## src/rtl/o2avg_pkg.sv

```systemverilog
// Package for the O2 sensor averaging core: widths, constants, register codes,
// sequencer states and the control structs passed between the core's modules.
// No dependencies.
package o2avg_pkg;

    localparam int WINDOW   = 60;
    localparam int SAMPLE_W = 12;
    localparam int TEMP_W   = 15;
    localparam int MEAN_W   = 16;
    localparam int LEVEL_W  = 15;
    localparam int ZERO_W   = 16;
    localparam int GAIN_W   = 16;
    localparam int THR_W    = 14;

    localparam int PTR_W   = (WINDOW > 1) ? $clog2(WINDOW) : 1;
    localparam int SUM_W   = $clog2(WINDOW * ((1 << SAMPLE_W) - 1) + 1);
    localparam int NUM_W   = SUM_W + 5;
    localparam int PROD_W  = 2 * NUM_W;
    localparam logic [NUM_W-1:0] MEAN_RECIP = NUM_W'((64'd1 << NUM_W) / WINDOW);
    localparam logic [NUM_W-1:0] MEAN_HALF  = NUM_W'(WINDOW / 2);
    localparam logic [NUM_W-1:0] WINDOW_N   = NUM_W'(WINDOW);

    localparam int DIFF_W    = MEAN_W + 1;
    localparam int DG_W      = DIFF_W + GAIN_W + 1;
    localparam int F_W       = 19;
    localparam int P_W       = DG_W + F_W;
    localparam int X_W       = P_W + 1;
    localparam int REM_W     = 48;
    localparam int DIV_SHIFT = 21;
    localparam int Z_W       = REM_W - DIV_SHIFT;
    localparam int RECIP_W   = 16;
    localparam int QP_W      = Z_W + LEVEL_W;

    localparam longint LVL_DEN    = 64'd6553600000;
    localparam longint LVL_OFFSET = 64'd1 << (LEVEL_W - 1);
    localparam logic signed [F_W-1:0]   F_BASE   = F_W'(106000);
    localparam logic signed [X_W-1:0]   LVL_BIAS = X_W'(LVL_DEN / 2 + LVL_DEN * LVL_OFFSET);
    localparam logic signed [X_W-1:0]   LVL_TOP  = X_W'(LVL_DEN * 2 * LVL_OFFSET);
    localparam logic [Z_W-1:0]          LVL_ODD  = Z_W'(LVL_DEN >> DIV_SHIFT);
    localparam logic [RECIP_W-1:0]      LVL_RECIP =
        RECIP_W'((64'd1 << Z_W) / (LVL_DEN >> DIV_SHIFT));
    localparam logic [LEVEL_W-1:0]      LVL_OFS  = LEVEL_W'(LVL_OFFSET);
    localparam logic signed [LEVEL_W-1:0] LVL_MAX = LEVEL_W'(LVL_OFFSET - 1);
    localparam logic signed [LEVEL_W-1:0] LVL_MIN = LEVEL_W'(LVL_OFFSET);

    localparam int ADDR_W = 4;
    localparam int DATA_W = 32;
    localparam logic [1:0] REG_ZERO   = 2'd0;
    localparam logic [1:0] REG_GAIN   = 2'd1;
    localparam logic [1:0] REG_THRESH = 2'd2;
    localparam logic [GAIN_W-1:0] GAIN_RESET   = GAIN_W'(6600);
    localparam logic [THR_W-1:0]  THRESH_RESET = THR_W'(2000);

    typedef enum logic [3:0] {
        ST_IDLE,
        ST_READ,
        ST_UPDATE,
        ST_MEAN_MUL,
        ST_MEAN_FIX,
        ST_MUL_GAIN,
        ST_MUL_TEMP,
        ST_DIV_LOAD,
        ST_DIV_MUL,
        ST_DIV_FIX,
        ST_OUT
    } state_t;

    typedef struct packed {
        logic rd;
        logic upd;
        logic mul;
        logic fix;
    } win_ctrl_t;

    typedef struct packed {
        logic mul_gain;
        logic mul_temp;
        logic div_load;
        logic div_mul;
        logic div_fix;
    } lvl_ctrl_t;

endpackage

```

## src/rtl/o2avg_level.sv

```systemverilog
// Scaling of the mean to hundredths of a percent O2 with temperature correction,
// a reciprocal-multiply rounding divide with saturation, and the alarm. Depends on o2avg_pkg.
module o2avg_level (
    input  logic                                 aclk,
    input  o2avg_pkg::lvl_ctrl_t                 ctrl,
    input  logic [o2avg_pkg::MEAN_W-1:0]         mean,
    input  logic [o2avg_pkg::ZERO_W-1:0]         zero_level_q4,
    input  logic [o2avg_pkg::GAIN_W-1:0]         percent_gain_q12,
    input  logic [o2avg_pkg::THR_W-1:0]          alarm_threshold,
    input  logic signed [o2avg_pkg::TEMP_W-1:0]  temperature,
    output logic signed [o2avg_pkg::LEVEL_W-1:0] level,
    output logic                                 alarm
);
    import o2avg_pkg::*;

    logic signed [DG_W-1:0]  dg_reg;
    logic signed [F_W-1:0]   f_reg;
    logic signed [P_W-1:0]   p_reg;
    logic [Z_W-1:0]          z_reg;
    logic [QP_W-1:0]         qp_reg;
    logic [LEVEL_W-1:0]      quo_reg;
    logic                    sat_hi_reg;
    logic                    sat_lo_reg;

    logic signed [DIFF_W-1:0] diff;
    logic signed [F_W-1:0]    temp_ext;
    logic signed [X_W-1:0]    x_val;
    logic [LEVEL_W-1:0]       q_est;
    logic [Z_W-1:0]           q_rem;

    assign diff     = $signed({1'b0, mean}) - $signed(DIFF_W'(zero_level_q4));
    assign temp_ext = F_W'(temperature);
    assign x_val    = X_W'(p_reg) + LVL_BIAS;
    assign q_est    = qp_reg[QP_W-1:Z_W];
    assign q_rem    = z_reg - Z_W'(q_est) * LVL_ODD;

    always_comb begin
        if (sat_hi_reg) begin
            level = LVL_MAX;
        end else if (sat_lo_reg) begin
            level = LVL_MIN;
        end else begin
            level = $signed(quo_reg - LVL_OFS);
        end
        alarm = ($signed({level[LEVEL_W-1], level}) < $signed({2'b00, alarm_threshold}));
    end

    always_ff @(posedge aclk) begin
        if (ctrl.mul_gain) begin
            dg_reg <= DG_W'(diff) * $signed({2'b00, percent_gain_q12});
            f_reg  <= F_BASE - (temp_ext <<< 1) - temp_ext;
        end
        if (ctrl.mul_temp) begin
            p_reg <= P_W'(dg_reg) * P_W'(f_reg);
        end
        if (ctrl.div_load) begin
            sat_lo_reg <= x_val[X_W-1];
            sat_hi_reg <= !x_val[X_W-1] && (x_val >= LVL_TOP);
            z_reg      <= x_val[REM_W-1:DIV_SHIFT];
        end
        if (ctrl.div_mul) begin
            qp_reg <= QP_W'(z_reg) * QP_W'(LVL_RECIP);
        end
        if (ctrl.div_fix) begin
            quo_reg <= (q_rem >= LVL_ODD) ? q_est + LEVEL_W'(1) : q_est;
        end
    end

endmodule

```

## config.mk

```make
export PLATFORM = sky130hd
export DESIGN_NAME = o2avg_level
export DESIGN_NICKNAME = d
export VERILOG_FILES = /design/src/rtl/o2avg_pkg.sv /design/src/rtl/o2avg_level.sv
export SDC_FILE = /design/constraint.sdc
export NUM_CORES = 2
export LEC_CHECK = 0
export ABC_AREA = 1
export BUFFER_PORTS_ARGS = -buffer_cell sky130_fd_sc_hd__buf_2
export CORE_UTILIZATION = 55
export CTS_BUF_LIST = sky130_fd_sc_hd__clkbuf_8
export DETAILED_ROUTE_END_ITERATION = 7
export PLACE_DENSITY = 0.74
export SYNTH_ARGS = -nofsm -noshare
export SYNTH_HDL_FRONTEND = slang
export SYNTH_SLANG_ARGS = --single-unit
export TNS_END_PERCENT = 50
```

## constraint.sdc

```tcl
create_clock -name aclk -period 6 [get_ports aclk]
set_input_delay 0 -clock aclk [delete_from_list [all_inputs] [get_ports aclk]]
set_output_delay 0 -clock aclk [all_outputs]
set_load 0.02 [all_outputs]
```

==> results.json <==
{
  "synth-compound-area-share_pct": 4.114,
  "dp_hpwl_um": 117200,
  "yosys.area_share.xor_xnor_pct": 2.626,
  "viasPerCell": 5.211,
  "vias": 43920,
  "timing.rr.end": "p_reg[48]",
  "timing.fmax_mhz": 160.1,
  "wire_per_inst_um": 17.22,
  "first_iter_violations": 3323,
  "drt_pass1_iterations": 6,
  "placed_cells": 8260,
  "insertion_delay_ns": 0.59,
  "grt_usage_pct": 29.87,
  "layout.nets": 8948,
  "first_global_vias": 47160,
  "synth_warnings": 0,
  "arrival_ns": 6.65,
  "cts_num_sinks": 144,
  "hold_viol": 0,
  "holdCritStartpoint": "temperature[13]",
  "drc": 0,
  "slew_headroom_pct": 36.36,
  "tritoncts": "built",
  "synth-seq-cells": 144,
  "muxShareOfSynthArea_pct": 0,
  "htree_levels": 4,
  "core_um2": 96710,
  "finClkSkew_ns": 0.04442,
  "synth_edf_count": 144,
  "setup_violations": 28,
  "antenna_left": 0,
  "netlist_area_um2": 53700,
  "final_cell_mix": "1791 x inv_1, 1288 x nand2_1, 1054 x fa_1, 575 x buf_4, 489 x ha_1",
  "final_core_util_pct": 67.14,
  "cts_made_buffers": 17,
  "placementRows": 114,
  "r2r_cells": 26,
  "place_congestion": 0.9555,
  "synth_top_area_share_pct": 42.09,
  "period_needed_ns": 6.246,
  "grt_setup_unrepaired": "yes",
  "diodes": 0,
  "cts-root-buf": "clkbuf_8",
  "grt_max_degree": 53,
  "finalCritPeriodShare_pct": 104.1,
  "io_pins": 99,
  "postSynthAreaPerCell_um2": 8.299,
  "r2r_slack_ns": -0.25,
  "worstHoldPathType": "input port to flop",
  "yosysTopAreaCell": "fa_1",
  "syn2layout_area_growth_pct": 20.90,
  "cp_num_buf_inv": 7,
  "crit_fanout": 7,
  "cp.depth": 26,
  "fill_cells": 7378,
  "tightest_slew_ns": 0.9547,
  "worst-setup-path-type": "flop to flop",
  "grt_pass1_wl_um": 234300,
  "fin_cells": 8428,
  "holdWs_ns": 0.07919,
  "crit_required_ns": 6.40,
  "cp-start-kind": "flop",
  "die_height_um": 314.5,
  "hold-path-endpoint": "f_reg[15]",
  "die_width_um": 314.5,
  "antenna_found_initial": 2,
  "ctsLongestPathBuffers": 2,
  "postPlaceCellArea_um2": 60340,
  "io_buffers": 98,
  "wl_um": 145200,
  "drive_above_1_share_pct": 19.77,
  "seq_area_frac_synth_pct": 8.052,
  "worst_slack_ns": -0.2455,
  "synth_area_leaders": "fa_1 42%, ha_1 14%, inv_1 13%",
  "synth_top_family_by_area": "adder cells",
  "final_area_um2": 64930,
  "violations": "setup timing",
  "cp_top_family": "adder cells",
  "path_common_cell": "fa_1",
  "synth_cell_types": 45,
  "cap_violations": 0,
  "holdPathStages": 4,
  "initial_utilization_pct": 55.53,
  "status": "finished with violations",
  "globalRouteOverflowTotal": 0,
  "largest_reg_flops": 34,
  "synth_fa_ha_area_share_pct": 55.97,
  "max_stage_delay_ns": 0.58,
  "final_common_cell": "inv_1",
  "synthArstFlopShare_pct": 0,
  "slowest_stage": "fa_2",
  "worstSetupEndpointType": "flop",
  "slew_viol_final": 0,
  "synth-simple-area-share_pct": 14.82,
  "r2r_start": "f_reg[1]",
  "cts.clk_slew.worst_paths_ns": 0.12,
  "ys.flop_type": "edfxtp_1",
  "syn_inst": 6471,
  "die_area_um2": 98900
}
## cell usage after synthesis (5+ instances only)
library cell and instances:
o21bai_1 18, buf_1 14, o21a_1 6, nand2_2 5
nor2_2 7, a21boi_0 5, or2_2 21, o21ai_0 102
nand2_1 1395, nor4_1 7, nand3_1 145, nor3_1 22
nand4_1 29, xnor2_1 67, and2_1 6, a21o_1 27
nor2_1 337, nand3b_1 6, clkinv_1 7, a31oi_1 29
clkbuf_1 149, fa_1 1129, edfxtp_1 144, buf_2 5
inv_1 1878, xor2_1 94, a21oi_1 175, a211oi_1 7
a221oi_1 5, ha_1 596
## metrics by stage
stage	setup WS (ns)	TNS, ns
finish	-0.2455	-3.502
global route	-0.4141	-9.891
CTS	-0.1198	-1.491
detailed placement	-0.8461	-17.05
global placement	-0.6775	-12.86
floorplan	-0.04791	-0.1237
## tightest hold or removal path: stages
cell and delay (ns):
buf_2 0.07, inv_1 0.07, ha_1 0.26, xnor2_1 0.16
## routing by layer
metal  global-route usage, %  vias to the layer above  wire [um]
met3                   3.953                      392       9133
met1                   37.80                    21800      57190
met5                       0                        -         27
li1                        -                    20190          -
met4                   10.07                        4       5588
met2                   52.59                     1533      73220
## cell families after synthesis
group / Yosys count
buffers and inverters: 2055
other: 2
DFF: 144
adders and majority gates: 1725
AOI/OAI and AO/OA: 391
xor gates and xnor gates: 161
and+or+nand+nor: 1993
## what timing repair did
item                       in CTS  in global routing
hold endpoints to repair       67                  0
resized for setup             324                369
cloned                          7                  0
setup buffers                  64                 63
pin swaps                     212                178
hold buffers                    9                  0
setup endpoints to repair      38                 56
## worst max path at each step
stage | slack [ns] | from | endpoint
2_1_floorplan | -0.05 | dg_reg[10] | p_reg[41]
3_3_place_gp | -0.68 | mean[3] | dg_reg[32]
3_5_place_dp | -0.85 | mean[3] | dg_reg[32]
4_1_cts | -0.12 | dg_reg[9] | p_reg[48]
5_1_grt | -0.41 | f_reg[1] | p_reg[48]
6_report | -0.25 | f_reg[1] | p_reg[48]
## final cells by class
cell class	instances	area, um2	area share (%)
flip-flops and latches	144	4324	6.660
inverters	1885	7119	10.97
repair buffers	789	6660	10.26
clock buffers	17	234.0	0.3604
well taps	1276	1597	2.459
multi-input cells	4303	44840	69.06
clock inverters	14	152.6	0.2351
Power is left out: the tool's default activity adds up to more than one toggle a clock period on the data nets, which glitch-free logic cannot reach.
